**config.mk**
```make
export PLATFORM = sky130hd
export DESIGN_NAME = fkh_queue
export DESIGN_NICKNAME = d
export VERILOG_FILES = /design/src/rtl/fkh_pkg.sv /design/src/rtl/fkh_queue.sv
export SDC_FILE = /design/constraint.sdc
export NUM_CORES = 1
export LEC_CHECK = 0
export ABC_AREA = 1
export BUFFER_PORTS_ARGS = -buffer_cell sky130_fd_sc_hd__buf_4
export CAP_MARGIN = 20
export CORE_ASPECT_RATIO = 0.75
export CORE_MARGIN = 2
export CORE_UTILIZATION = 30
export CTS_CLUSTER_DIAMETER = 50
export DETAILED_ROUTE_END_ITERATION = 12
export SYNTH_ARGS = -nofsm -noshare
export SYNTH_HDL_FRONTEND = slang
export SYNTH_SLANG_ARGS = --single-unit
```
**constraint.sdc**
```tcl
create_clock -name clk -period 3.5 [get_ports clk]
set_input_delay 0.525 -clock clk [delete_from_list [all_inputs] [get_ports clk]]
set_output_delay 0.525 -clock clk [all_outputs]
set_load 0.005 [all_outputs]
```
**src/rtl/fkh_pkg.sv**
```systemverilog
`timescale 1ns / 1ps

package fkh_pkg;

  // Histogram size: 2^BIN_BITS bins per counter array.
  localparam int BIN_BITS = 16;
  localparam int NUM_BINS = 1 << BIN_BITS;

  localparam int CNT_W      = 64;
  localparam int KEY_MODE_W = 5;
  localparam int IN_DATA_W  = 224;
  localparam int OUT_DATA_W = 200;

  localparam int QUEUE_DEPTH = 4;
  localparam int QUEUE_AW    = $clog2(QUEUE_DEPTH);

  // Request opcodes as they arrive in tuser.
  localparam logic [1:0] OP_ACCUMULATE  = 2'd0;
  localparam logic [1:0] OP_READ_BIN    = 2'd1;
  localparam logic [1:0] OP_READ_TOTALS = 2'd2;

  // Key selection codes.
  localparam logic [4:0] MODE_SIP_FIRST8  = 5'd0;
  localparam logic [4:0] MODE_SIP_FIRST16 = 5'd1;
  localparam logic [4:0] MODE_SIP_FIRST24 = 5'd2;
  localparam logic [4:0] MODE_SIP_LAST8   = 5'd3;
  localparam logic [4:0] MODE_SIP_LAST16  = 5'd4;
  localparam logic [4:0] MODE_DIP_FIRST8  = 5'd5;
  localparam logic [4:0] MODE_DIP_FIRST16 = 5'd6;
  localparam logic [4:0] MODE_DIP_FIRST24 = 5'd7;
  localparam logic [4:0] MODE_DIP_LAST8   = 5'd8;
  localparam logic [4:0] MODE_DIP_LAST16  = 5'd9;
  localparam logic [4:0] MODE_SPORT       = 5'd10;
  localparam logic [4:0] MODE_DPORT       = 5'd11;
  localparam logic [4:0] MODE_PROTO       = 5'd12;
  localparam logic [4:0] MODE_PACKETS     = 5'd13;
  localparam logic [4:0] MODE_BYTES       = 5'd14;
  localparam logic [4:0] MODE_ELAPSED     = 5'd15;
  localparam logic [4:0] MODE_ICMP        = 5'd16;

  // Register indexes on the configuration port.
  localparam logic [2:0] REG_KEY_MODE      = 3'd0;
  localparam logic [2:0] REG_RECORDS_LOWER = 3'd1;
  localparam logic [2:0] REG_RECORDS_UPPER = 3'd2;
  localparam logic [2:0] REG_BYTES_LOWER   = 3'd3;
  localparam logic [2:0] REG_BYTES_UPPER   = 3'd4;
  localparam logic [2:0] REG_PACKETS_LOWER = 3'd5;
  localparam logic [2:0] REG_PACKETS_UPPER = 3'd6;

  typedef enum logic [1:0] {
    CMD_ACCUMULATE,
    CMD_READ_BIN,
    CMD_READ_VOID,
    CMD_READ_TOTALS
  } cmd_kind_t;

  typedef struct packed {
    cmd_kind_t             kind;
    logic [BIN_BITS-1:0]   index;
    logic [31:0]           byte_count;
    logic [31:0]           packet_count;
  } cmd_t;

  typedef struct packed {
    logic [CNT_W-1:0] packets;
    logic [CNT_W-1:0] bytes;
    logic [CNT_W-1:0] records;
  } bin_word_t;

  typedef struct packed {
    logic [CNT_W-1:0] records_lower;
    logic [CNT_W-1:0] records_upper;
    logic [CNT_W-1:0] bytes_lower;
    logic [CNT_W-1:0] bytes_upper;
    logic [CNT_W-1:0] packets_lower;
    logic [CNT_W-1:0] packets_upper;
  } bounds_t;

  typedef enum logic [1:0] {
    B_CLEAR,
    B_IDLE,
    B_EXEC,
    B_SUM
  } back_state_t;

  // Number of key bits a mode can produce; zero for unused modes.
  function automatic logic [4:0] mode_key_bits(input logic [4:0] mode);
    logic [4:0] bits;
    case (mode)
      MODE_SIP_FIRST8, MODE_SIP_LAST8, MODE_DIP_FIRST8, MODE_DIP_LAST8,
      MODE_PROTO: bits = 5'd8;
      MODE_SIP_FIRST16, MODE_SIP_LAST16, MODE_DIP_FIRST16, MODE_DIP_LAST16,
      MODE_SPORT, MODE_DPORT, MODE_ICMP: bits = 5'd16;
      MODE_SIP_FIRST24, MODE_DIP_FIRST24, MODE_PACKETS,
      MODE_BYTES: bits = 5'd24;
      MODE_ELAPSED: bits = 5'd12;
      default: bits = 5'd0;
    endcase
    return bits;
  endfunction

endpackage

```
**src/rtl/fkh_queue.sv**
```systemverilog
`timescale 1ns / 1ps

module fkh_queue (
  input  logic          clk,
  input  logic          rst,
  input  logic          push,
  input  fkh_pkg::cmd_t push_cmd,
  input  logic          pop,
  output fkh_pkg::cmd_t head,
  output logic          full,
  output logic          empty
);
  import fkh_pkg::*;

  cmd_t                slots [QUEUE_DEPTH];
  logic [QUEUE_AW-1:0] wr_ptr;
  logic [QUEUE_AW-1:0] rd_ptr;
  logic [QUEUE_AW:0]   count;

  assign full  = count == (QUEUE_AW + 1)'(QUEUE_DEPTH);
  assign empty = count == '0;
  assign head  = slots[rd_ptr];

  always_ff @(posedge clk) begin
    if (push) begin
      slots[wr_ptr] <= push_cmd;
    end
  end

  always_ff @(posedge clk) begin
    if (rst) begin
      wr_ptr <= '0;
      rd_ptr <= '0;
      count  <= '0;
    end else begin
      if (push) begin
        wr_ptr <= wr_ptr + 1'b1;
      end
      if (pop) begin
        rd_ptr <= rd_ptr + 1'b1;
      end
      if (push && !pop) begin
        count <= count + 1'b1;
      end else if (pop && !push) begin
        count <= count - 1'b1;
      end
    end
  end

endmodule

```
==> flow_metrics.tcl <==
set metrics [dict create \
    status "completed" \
    p_seq_frac 0.508 \
    r2r_cells 5 \
    cts_tree "built" \
    drtIter0Drc 399 \
    totalWireLength_um 27600 \
    critPathCaptureType "output pin" \
    fp.dieW_um 242 \
    die_h_um 182 \
    syn_avg_cell_area_sq_um 14.9 \
    htreeDepth 2 \
    post_cts_buffers 0 \
    final_common_cell "edfxtp_1" \
    syn_area_sq_um 12700 \
    tns_ns 0 \
    io_buffers 169 \
    worstHoldStart "rst" \
    clk_pin_slew_worst_paths_ns 0.06 \
    grt_pass1_wl_um 42800 \
    slew_violations 0 \
    cp-start-kind "register" \
    powerDensity_nw_per_um2 586 \
    n_antenna_cell 0 \
    wl_per_cell_um 17.1 \
    max_slew.worst_pin.slew_ns 0.918 \
    clk_latency_ns 0.52 \
    hp-class "in2reg" \
    ioPinCount 170 \
    finalSetupViolations 0 \
    grt_max_degree 91 \
    core_sq_um 41900 \
    reg2reg_slack_ns 1.63 \
    dp.cells 1549 \
    gr-usage-all-layers 0.123 \
    numCtsBuffers 37 \
    synthAdderAreaFrac 0.00650 \
    worstPathArrival_ns 2.37 \
    initial_core_util 0.303 \
    synth_compound_area_frac 0.114 \
    antenna_left 0 \
    antenna_found_initial 0 \
    fin_crit_sh 0.828 \
    dieArea_sq_um 44000 \
    synth_top_family_by_area "compound AO/OA/AOI/OAI gates" \
    p_int_mw 7.10 \
    yosys.area_share.xor_xnor 0.000690 \
    synth.area.mux_share 0 \
    drt_pre_antenna_iters 4 \
    clockRootBuffer "clkbuf_16" \
    p_clk_frac 0.398 \
    place_area_sq_um 14500 \
    hold_slack_ns 0.162 \
    syn_inst 851 \
    num_vias 7403 \
    ys_types 25 \
    crit_top_cell "buf_4" \
    nFillCells 3947 \
    slowest_delay_ns 0.50 \
    clock_path_buffers 3 \
    slowest_stage "buf_4" \
    grt_overflow 0 \
    comb_power_share 0.094 \
    endpoint "head[14]" \
    cts.sinks 337 \
    final_area_sq_um 15700 \
    via_per_inst 4.59 \
    drv_cap 0 \
    grt_pass1_vias 7451 \
    hpwl_um 15400 \
    r2r_start "wr_ptr[0]" \
    yosysWarnings 0 \
    finClkSkew_ns 0.00942 \
    worstPathRequired_ns 2.97 \
    hold_viol_final 0 \
    timing.rr.end "slots[0][33]" \
    cp_cell_sequence "clkinv_2 -> buf_4 -> o21ai_2 -> o22ai_1 -> buf_4" \
    finalNetCount 1111 \
    ys_seq_area_frac 0.790 \
    drive_above_1_share 0.253 \
    max_freq_mhz 345 \
    post_cts_resized 0 \
    leakage_nw 5.40 \
    drt_drc_violations_left 0 \
    switching_share 0.227 \
    path_class "reg2out" \
    min_period_ns 2.90 \
    rows 65 \
    syn-num-nets 943 \
    rsz0062_at_grt "false" \
    finalNonFillerCells 1613 \
    max_slew_margin 0.388 \
    ir_drop_uv 413 \
    layout_common_cells "328 x edfxtp_1, 175 x buf_4, 168 x nor2_1" \
    critPathMaxFanout 39 \
    ys_seq_elements 337 \
    cts-hold-fix-buffers 0 \
    synth-simple-area-share 0.0550 \
    gp_congestion 0.678 \
    area_growth_pct 23.4 \
    switchingPower_mw 2.08 \
]
worst min-delay path by stage:
stage	slack [ns]	end	cells past startpoint
2_1_floorplan	0.41	register	1
3_3_place_gp	0.42	register	1
3_5_place_dp	0.44	register	1
4_1_cts	0.13	count[0]	2
5_1_grt	0.14	count[0]	2
6_report	0.16	count[0]	2
layer usage:
layer,vias up,routed length [um],global-route usage
met4,0,464,0.0333
met1,3629,13200,0.170
met3,44,1530,0.0306
met2,185,12400,0.194
met5,-,0,0
li1,3545,-,-
final cells by class:
class,count,area (sq um),area share
Sequential cell,337,10000,0.640
Multi-Input combinational cell,444,2240,0.143
Timing Repair Buffer,182,1450,0.0928
Clock buffer,44,995,0.0635
Tap cell,569,712,0.0454
Clock inverter,20,155,0.00990
Inverter,17,80.1,0.00511
critical path, delay by kind of cell, from the launching register on:
kind,cells,cell delay (ns)
buf+inv,3,1.15
compound gates,2,0.36
flops,1,0.32
state kept, by name, summed over array words and instances (netlist names), named ones only:
register  cells
count         3
rd_ptr        2
slots       328
wr_ptr        2
through the flow:
stage / utilization / setup WS, ns / power [mW]
floorplan: - / 0.888 / 5.17
global placement: 0.347 / 1.11 / 5.62
detailed placement: 0.347 / 1.09 / 5.63
CTS: 0.374 / 0.503 / 9.32
global route: 0.374 / 0.410 / 9.57
finish: 0.374 / 0.602 / 9.18
power by group through the flow:
stage	clock (mW)	combinational, mW	sequential [mW]
CTS	3.77	0.887	4.66
finish	3.65	0.865	4.66
detailed placement	0	0.884	4.74
global placement	0	0.875	4.74
global route	3.93	0.965	4.67
floorplan	0	0.429	4.74
cells by family after synthesis:
kind of cell	count (synthesis)
AO/OA/AOI/OAI	254
XOR/XNOR	1
adder cells (fa/ha/maj)	6
buffers and inverters	70
flip-flops	337
AND/OR/NAND/NOR	183
synth_stat cells:
cell,n,area share
dfxtp_1,9,0.014
ha_1,5,0.0049
o21ai_0,89,0.035
nand3_1,1,0.00039
xor2_1,1,0.00069
nand4_1,1,0.00049
inv_4,1,0.00049
inv_2,1,0.00030
a21oi_1,3,0.0012
buf_4,7,0.0041
buf_12,1,0.0016
buf_2,18,0.0071
fa_1,1,0.0016
o22ai_1,80,0.039
buf_6,13,0.012
edfxtp_1,328,0.78
nor2_2,2,0.00098
o21ai_2,18,0.012
nand2_1,9,0.0027
nor3_1,2,0.00079
o21ai_1,62,0.024
o22ai_2,2,0.0020
clkbuf_1,14,0.0041
nor2_1,168,0.050
inv_1,15,0.0044
Power figures use the tool's default switching activity.
