File: src/rtl/fkh_pkg.sv
`timescale 1ns / 1ps

package fkh_pkg;

  // Histogram size: 2^BIN_BITS bins per counter array.
  localparam int BIN_BITS = 16;
  localparam int NUM_BINS = 1 << BIN_BITS;

  localparam int CNT_W      = 64;
  localparam int KEY_MODE_W = 5;
  localparam int IN_DATA_W  = 224;
  localparam int OUT_DATA_W = 200;

  localparam int QUEUE_DEPTH = 4;
  localparam int QUEUE_AW    = $clog2(QUEUE_DEPTH);

  // Request opcodes as they arrive in tuser.
  localparam logic [1:0] OP_ACCUMULATE  = 2'd0;
  localparam logic [1:0] OP_READ_BIN    = 2'd1;
  localparam logic [1:0] OP_READ_TOTALS = 2'd2;

  // Key selection codes.
  localparam logic [4:0] MODE_SIP_FIRST8  = 5'd0;
  localparam logic [4:0] MODE_SIP_FIRST16 = 5'd1;
  localparam logic [4:0] MODE_SIP_FIRST24 = 5'd2;
  localparam logic [4:0] MODE_SIP_LAST8   = 5'd3;
  localparam logic [4:0] MODE_SIP_LAST16  = 5'd4;
  localparam logic [4:0] MODE_DIP_FIRST8  = 5'd5;
  localparam logic [4:0] MODE_DIP_FIRST16 = 5'd6;
  localparam logic [4:0] MODE_DIP_FIRST24 = 5'd7;
  localparam logic [4:0] MODE_DIP_LAST8   = 5'd8;
  localparam logic [4:0] MODE_DIP_LAST16  = 5'd9;
  localparam logic [4:0] MODE_SPORT       = 5'd10;
  localparam logic [4:0] MODE_DPORT       = 5'd11;
  localparam logic [4:0] MODE_PROTO       = 5'd12;
  localparam logic [4:0] MODE_PACKETS     = 5'd13;
  localparam logic [4:0] MODE_BYTES       = 5'd14;
  localparam logic [4:0] MODE_ELAPSED     = 5'd15;
  localparam logic [4:0] MODE_ICMP        = 5'd16;

  // Register indexes on the configuration port.
  localparam logic [2:0] REG_KEY_MODE      = 3'd0;
  localparam logic [2:0] REG_RECORDS_LOWER = 3'd1;
  localparam logic [2:0] REG_RECORDS_UPPER = 3'd2;
  localparam logic [2:0] REG_BYTES_LOWER   = 3'd3;
  localparam logic [2:0] REG_BYTES_UPPER   = 3'd4;
  localparam logic [2:0] REG_PACKETS_LOWER = 3'd5;
  localparam logic [2:0] REG_PACKETS_UPPER = 3'd6;

  typedef enum logic [1:0] {
    CMD_ACCUMULATE,
    CMD_READ_BIN,
    CMD_READ_VOID,
    CMD_READ_TOTALS
  } cmd_kind_t;

  typedef struct packed {
    cmd_kind_t             kind;
    logic [BIN_BITS-1:0]   index;
    logic [31:0]           byte_count;
    logic [31:0]           packet_count;
  } cmd_t;

  typedef struct packed {
    logic [CNT_W-1:0] packets;
    logic [CNT_W-1:0] bytes;
    logic [CNT_W-1:0] records;
  } bin_word_t;

  typedef struct packed {
    logic [CNT_W-1:0] records_lower;
    logic [CNT_W-1:0] records_upper;
    logic [CNT_W-1:0] bytes_lower;
    logic [CNT_W-1:0] bytes_upper;
    logic [CNT_W-1:0] packets_lower;
    logic [CNT_W-1:0] packets_upper;
  } bounds_t;

  typedef enum logic [1:0] {
    B_CLEAR,
    B_IDLE,
    B_EXEC,
    B_SUM
  } back_state_t;

  // Number of key bits a mode can produce; zero for unused modes.
  function automatic logic [4:0] mode_key_bits(input logic [4:0] mode);
    logic [4:0] bits;
    case (mode)
      MODE_SIP_FIRST8, MODE_SIP_LAST8, MODE_DIP_FIRST8, MODE_DIP_LAST8,
      MODE_PROTO: bits = 5'd8;
      MODE_SIP_FIRST16, MODE_SIP_LAST16, MODE_DIP_FIRST16, MODE_DIP_LAST16,
      MODE_SPORT, MODE_DPORT, MODE_ICMP: bits = 5'd16;
      MODE_SIP_FIRST24, MODE_DIP_FIRST24, MODE_PACKETS,
      MODE_BYTES: bits = 5'd24;
      MODE_ELAPSED: bits = 5'd12;
      default: bits = 5'd0;
    endcase
    return bits;
  endfunction

endpackage

File: src/rtl/fkh_front.sv
`timescale 1ns / 1ps

module fkh_front (
  input  logic                            s_tvalid,
  output logic                            s_tready,
  input  logic [fkh_pkg::IN_DATA_W-1:0]   s_tdata,
  input  logic [1:0]                      s_tuser,
  input  logic [fkh_pkg::KEY_MODE_W-1:0]  key_mode,
  input  logic                            clear_busy,
  input  logic                            q_full,
  output logic                            push,
  output fkh_pkg::cmd_t                   push_cmd
);
  import fkh_pkg::*;

  logic [31:0] source_addr;
  logic [31:0] dest_addr;
  logic [15:0] source_port;
  logic [15:0] dest_port;
  logic [7:0]  protocol;
  logic [31:0] packet_count;
  logic [31:0] byte_count;
  logic [22:0] elapsed_seconds;
  logic [15:0] icmp_type_code;
  logic [15:0] bin_index;

  logic [31:0] raw_key;
  logic [4:0]  mode_bits;
  logic [4:0]  limit_bits;
  logic [31:0] key_mask;
  logic [31:0] key;
  logic [31:0] read_wide;
  logic        read_in_range;
  logic        accepted;

  assign source_addr     = s_tdata[31:0];
  assign dest_addr       = s_tdata[63:32];
  assign source_port     = s_tdata[79:64];
  assign dest_port       = s_tdata[95:80];
  assign protocol        = s_tdata[103:96];
  assign packet_count    = s_tdata[135:104];
  assign byte_count      = s_tdata[167:136];
  assign elapsed_seconds = s_tdata[190:168];
  assign icmp_type_code  = s_tdata[206:191];
  assign bin_index       = s_tdata[222:207];

  assign s_tready = !q_full && !clear_busy;
  assign accepted = s_tvalid && s_tready;

  always_comb begin
    case (key_mode)
      MODE_SIP_FIRST8:  raw_key = {24'd0, source_addr[31:24]};
      MODE_SIP_FIRST16: raw_key = {16'd0, source_addr[31:16]};
      MODE_SIP_FIRST24: raw_key = {8'd0, source_addr[31:8]};
      MODE_SIP_LAST8:   raw_key = {24'd0, source_addr[7:0]};
      MODE_SIP_LAST16:  raw_key = {16'd0, source_addr[15:0]};
      MODE_DIP_FIRST8:  raw_key = {24'd0, dest_addr[31:24]};
      MODE_DIP_FIRST16: raw_key = {16'd0, dest_addr[31:16]};
      MODE_DIP_FIRST24: raw_key = {8'd0, dest_addr[31:8]};
      MODE_DIP_LAST8:   raw_key = {24'd0, dest_addr[7:0]};
      MODE_DIP_LAST16:  raw_key = {16'd0, dest_addr[15:0]};
      MODE_SPORT:       raw_key = {16'd0, source_port};
      MODE_DPORT:       raw_key = {16'd0, dest_port};
      MODE_PROTO:       raw_key = {24'd0, protocol};
      MODE_PACKETS:     raw_key = packet_count;
      MODE_BYTES:       raw_key = byte_count;
      MODE_ELAPSED:     raw_key = {9'd0, elapsed_seconds};
      default:          raw_key = {16'd0, icmp_type_code};
    endcase
  end

  // Keys past the last bin of the mode fold into that last bin.
  always_comb begin
    mode_bits  = mode_key_bits(key_mode);
    limit_bits = (mode_bits > 5'(BIN_BITS)) ? 5'(BIN_BITS) : mode_bits;
    key_mask   = 32'((33'd1 << limit_bits) - 33'd1);
    key        = ((raw_key & ~key_mask) != 32'd0) ? key_mask : raw_key;
  end

  assign read_wide     = {16'd0, bin_index};
  assign read_in_range = (read_wide >> BIN_BITS) == 32'd0;

  always_comb begin
    push                  = 1'b0;
    push_cmd.kind         = CMD_ACCUMULATE;
    push_cmd.index        = key[BIN_BITS-1:0];
    push_cmd.byte_count   = byte_count;
    push_cmd.packet_count = packet_count;
    case (s_tuser)
      OP_ACCUMULATE: begin
        push = accepted && (mode_bits != 5'd0);
      end
      OP_READ_BIN: begin
        push           = accepted;
        push_cmd.kind  = read_in_range ? CMD_READ_BIN : CMD_READ_VOID;
        push_cmd.index = read_wide[BIN_BITS-1:0];
      end
      OP_READ_TOTALS: begin
        push          = accepted;
        push_cmd.kind = CMD_READ_TOTALS;
      end
      default: begin
        push = 1'b0;
      end
    endcase
  end

endmodule

File: config.mk
export PLATFORM = sky130hd
export DESIGN_NAME = fkh_front
export DESIGN_NICKNAME = d
export VERILOG_FILES = /design/src/rtl/fkh_pkg.sv /design/src/rtl/fkh_front.sv
export SDC_FILE = /design/constraint.sdc
export NUM_CORES = 1
export LEC_CHECK = 0
export BUFFER_PORTS_ARGS = -buffer_cell sky130_fd_sc_hd__buf_2
export CORE_AREA = 5 5 122 124
export DETAILED_ROUTE_END_ITERATION = 12
export DIE_AREA = 0 0 127 129
export GPL_TIMING_DRIVEN = 0
export SLEW_MARGIN = 20
export SYNTH_ARGS = -nofsm -noshare
export SYNTH_HDL_FRONTEND = slang
export SYNTH_SLANG_ARGS = --single-unit
File: constraint.sdc
create_clock -name vclk -period 6
set_input_delay 1.2 -clock vclk [all_inputs]
set_output_delay 1.2 -clock vclk [all_outputs]
set_load 0.05 [all_outputs]
==> key figures <==
Layout
  • Finished Cell Area: between 0.005 and 0.006 sq mm
  • Area grow syn2layout: 55.3%
  • Register area: 0 sq um
  • Clkbuf count: 0
  • Post-layout nets: 990
  • Layout cells sized above 1: 61.3%
  • Number of sequential cells: 0

Floorplanning
  • Die height: approximately 130 microns
  • Starting Density: 24.1%
  • Width of the die: approximately 130 microns
  • Core area: about 0.014 sq mm
  • Top-level I/O count: roughly 320
  • Rows: 43
  • Full die area: about 0.016 sq mm

Pwr
  • NetSw: 0.000341 W
  • Sequential power share: 0%
  • Leakage: approximately 2.6 nW
  • Sw Ratio: between 60% and 70%
  • Comb power frac: between 90% and 100%
  • Pint: slightly below 0.0002 W
  • Worst IR Drop VDD: approximately 56 uV
  • Clock power frac: 0%
  • Pwr dens: between 100 and 150 mW/mm^2

Worst setup path
  • Worst-path cell with the longest stage delay: o32ai_1
  • Most common cell on crit path: buf_2
  • Crit-path max FO: 10
  • Kind of critical path: input pin to output port
  • Slowest stage delay, CP: 540 ps
  • Worst Setup Start Kind: input pin
  • Crit path DAT: between 4000 and 5000 ps
  • Crit-path leading delay family: buffers and inverters
  • Crit path cell chain: buf_2 -> inv_1 -> ha_1 -> buf_2 -> nor4_2 -> nor2_4 -> buf_2 -> o2111ai_1 -> o32ai_1 -> nand4_1 -> o21ai_2 -> nand2_2 -> buf_6 -> o211ai_2 -> buf_2
  • CP Depth: 15
  • CP bufs+invs: 6
  • CP required: approximately 4800 ps
  • CP Capture Type: output port

Global route
  • First-pass GRT wire length: around 31,000 microns
  • Antenna violations before repair: 3
  • Largest net degree at the start of global routing: 11
  • Gr ovfl total: 0
  • Global Route Usage Sum: between 20% and 30%
  • Vias in the first global route: 4,816

STA
  • Tcrit/Tclk final: between 90 and 100%
  • Fin crit period: about 5700 ps
  • Setup TNS: 0 ps
  • Fmax: 176 MHz
  • Final count of hold timing violations: 0
  • Slew headroom: about 30%
  • Slew Limit Fails: 0
  • RSZ-0062 raised after global routing: false
  • Final setup violation count: 0
  • Slew @ Worst Pin: 1040 ps

Yosys
  • Yosys cell types: about 80
  • Synthesis Warnings: 0
  • Synth top area share: 15.1%
  • Syn Area/Cell: ~7.7 sq um
  • Largest cells by area after synthesis: buf_4 (15%), mux2i_1 (6.1%), a22oi_1 (5.5%)
  • Post-Synthesis Cells: 428
  • Syn nets: around 670
  • Mapped cell area: around 0.0033 sq mm
  • Sequential element share of the synthesized area: 0%
  • Synth area leader: buf_4

Placement
  • HPWL Detailed: ~19,000 microns
  • RD Place Congestion: 1.00
  • Port-buffer cells: 316
  • Post-DP Area: a little over 0.005 sq mm

Routing
  • Mean routed wirelength per cell: between 20 and 25 microns
  • First-pass DRT Iterations: 5
  • Final WL: around 22,000 microns
  • Via Count: around 4,900
  • Post-route DRC: 0
  • Initial drt markers: roughly 420
  • ANT nets after route: 0
  • Via/cell ratio: 5.31

Flow run
  • MaxCap Viol Count: 0

Run status
  • Status: finished, final reports clean

Hold path
  • Hold path cells: 3
  • Worst min path class: input pin to output port

CTS
  • Hold buffer count at CTS: 0
[synthesized netlist by cell type, types with 3 or more instances]
library cell and number:
and4b_1 3, a22oi_1 24, o2bb2ai_1 3, nor2b_1 4, nand3b_1 8, a221oi_1 3, nand4_1 7, nand2b_1 4
nor2_1 20, mux4_2 3, and3_1 6, nand3_1 13, nand2_1 34, buf_6 15, nor3_1 4, mux2_1 3
mux2_2 9, and4bb_1 3, mux2i_1 20, o21ai_0 10, nor4_1 12, o32ai_2 5, a32oi_1 11, ha_1 10
buf_4 66, or2_1 3, clkbuf_1 5, a32o_1 6, nor4_2 3, o22ai_1 6, o211ai_2 10, inv_1 7
o211ai_1 6, nor3b_1 3, a21oi_1 9, buf_2 12
[per-stage QoR]
stage | hold slack (ps) | utilization [%] | setup WS (ps) | total power, W | std cells
after floorplan | 2570 | - | 830 | 0.000339 | 428
after global placement | 2710 | 37.3 | 91.1 | 0.000527 | 924
after detailed placement | 2710 | 37.4 | 107 | 0.000529 | 924
after CTS | 2710 | 37.4 | 101 | 0.000531 | 924
after global routing | 2720 | 37.4 | 157 | 0.000561 | 925
final | 2710 | 37.4 | 324 | 0.000533 | 925
[power groups by stage]
stage	clock [W]	sequential [W]	combinational [W]
2_1_floorplan	0	0	0.000339
3_3_place_gp	0	0	0.000527
3_5_place_dp	0	0	0.000529
4_1_cts	0	0	0.000531
5_1_grt	0.0000000000223	0	0.000561
6_report	0.0000000000223	0	0.000533
[final cells by class]
type,instances,area (sq um)
Inverter,8,30.0
Antenna cell,1,2.50
Tap cell,180,225
Buffer,99,748
Fill cell,1512,8550
Multi-Input combinational cell,321,2520
Timing Repair Buffer,316,1580
[cells by family after synthesis]
group                      count (synthesis)  synth area share (%)
AOI/OAI and AO/OA                        129                  34.1
adders and majority gates                 10                  3.80
buffers and inverters                    107                  23.6
muxes                                     36                  12.7
and+or+nand+nor                          146                  25.8
[placed cells by master (no fill, tap or decap), types with 3 or more instances in the layout]
cell type and n:
o32ai_2 5, mux2_1 3, o211ai_2 10, nand3b_1 8, nand2b_1 4, a21oi_1 9
nor4_2 3, a221oi_1 3, buf_6 15, clkbuf_1 5, buf_4 66, ha_1 10
buf_2 328, a22oi_1 24, o22ai_1 6, nand4_1 7, o21ai_0 10, mux2i_1 20
o211ai_1 6, mux2_2 9, nor2_1 20, a32oi_1 11, nor2b_1 4, and4bb_1 3
nor3b_1 3, inv_1 7, nor3_1 4, mux4_2 3, and4b_1 3, o2bb2ai_1 3
or2_1 3, nand3_1 13, and3_1 6, nor4_1 12, a32o_1 6, nand2_1 34
[final timing paths]
| kind | start | slack [ps] | to |
|---|---|---|---|
| setup / recovery | key_mode[0] | 320 | push_cmd[71] |
| hold / removal | q_full | 2710 | s_tready |
[layer usage]
layer / global-route usage, % / vias up / part of all wire (%)
met5: 0 / - / 0.095
met4: 3.72 / 4 / 1.8
met3: 5.98 / 33 / 11
met2: 42.6 / 331 / 47
met1: 32.4 / 2279 / 41
li1: - / 2261 / -
[what timing repair did]
| action | 4_1_cts | 5_1_grt |
|---|---|---|
| setup endpoints to repair | 0 | 11 |
| buffers inserted | 0 | 0 |
| resized for setup | 0 | 1 |
Note: power is estimated with default switching activity, not from simulation.
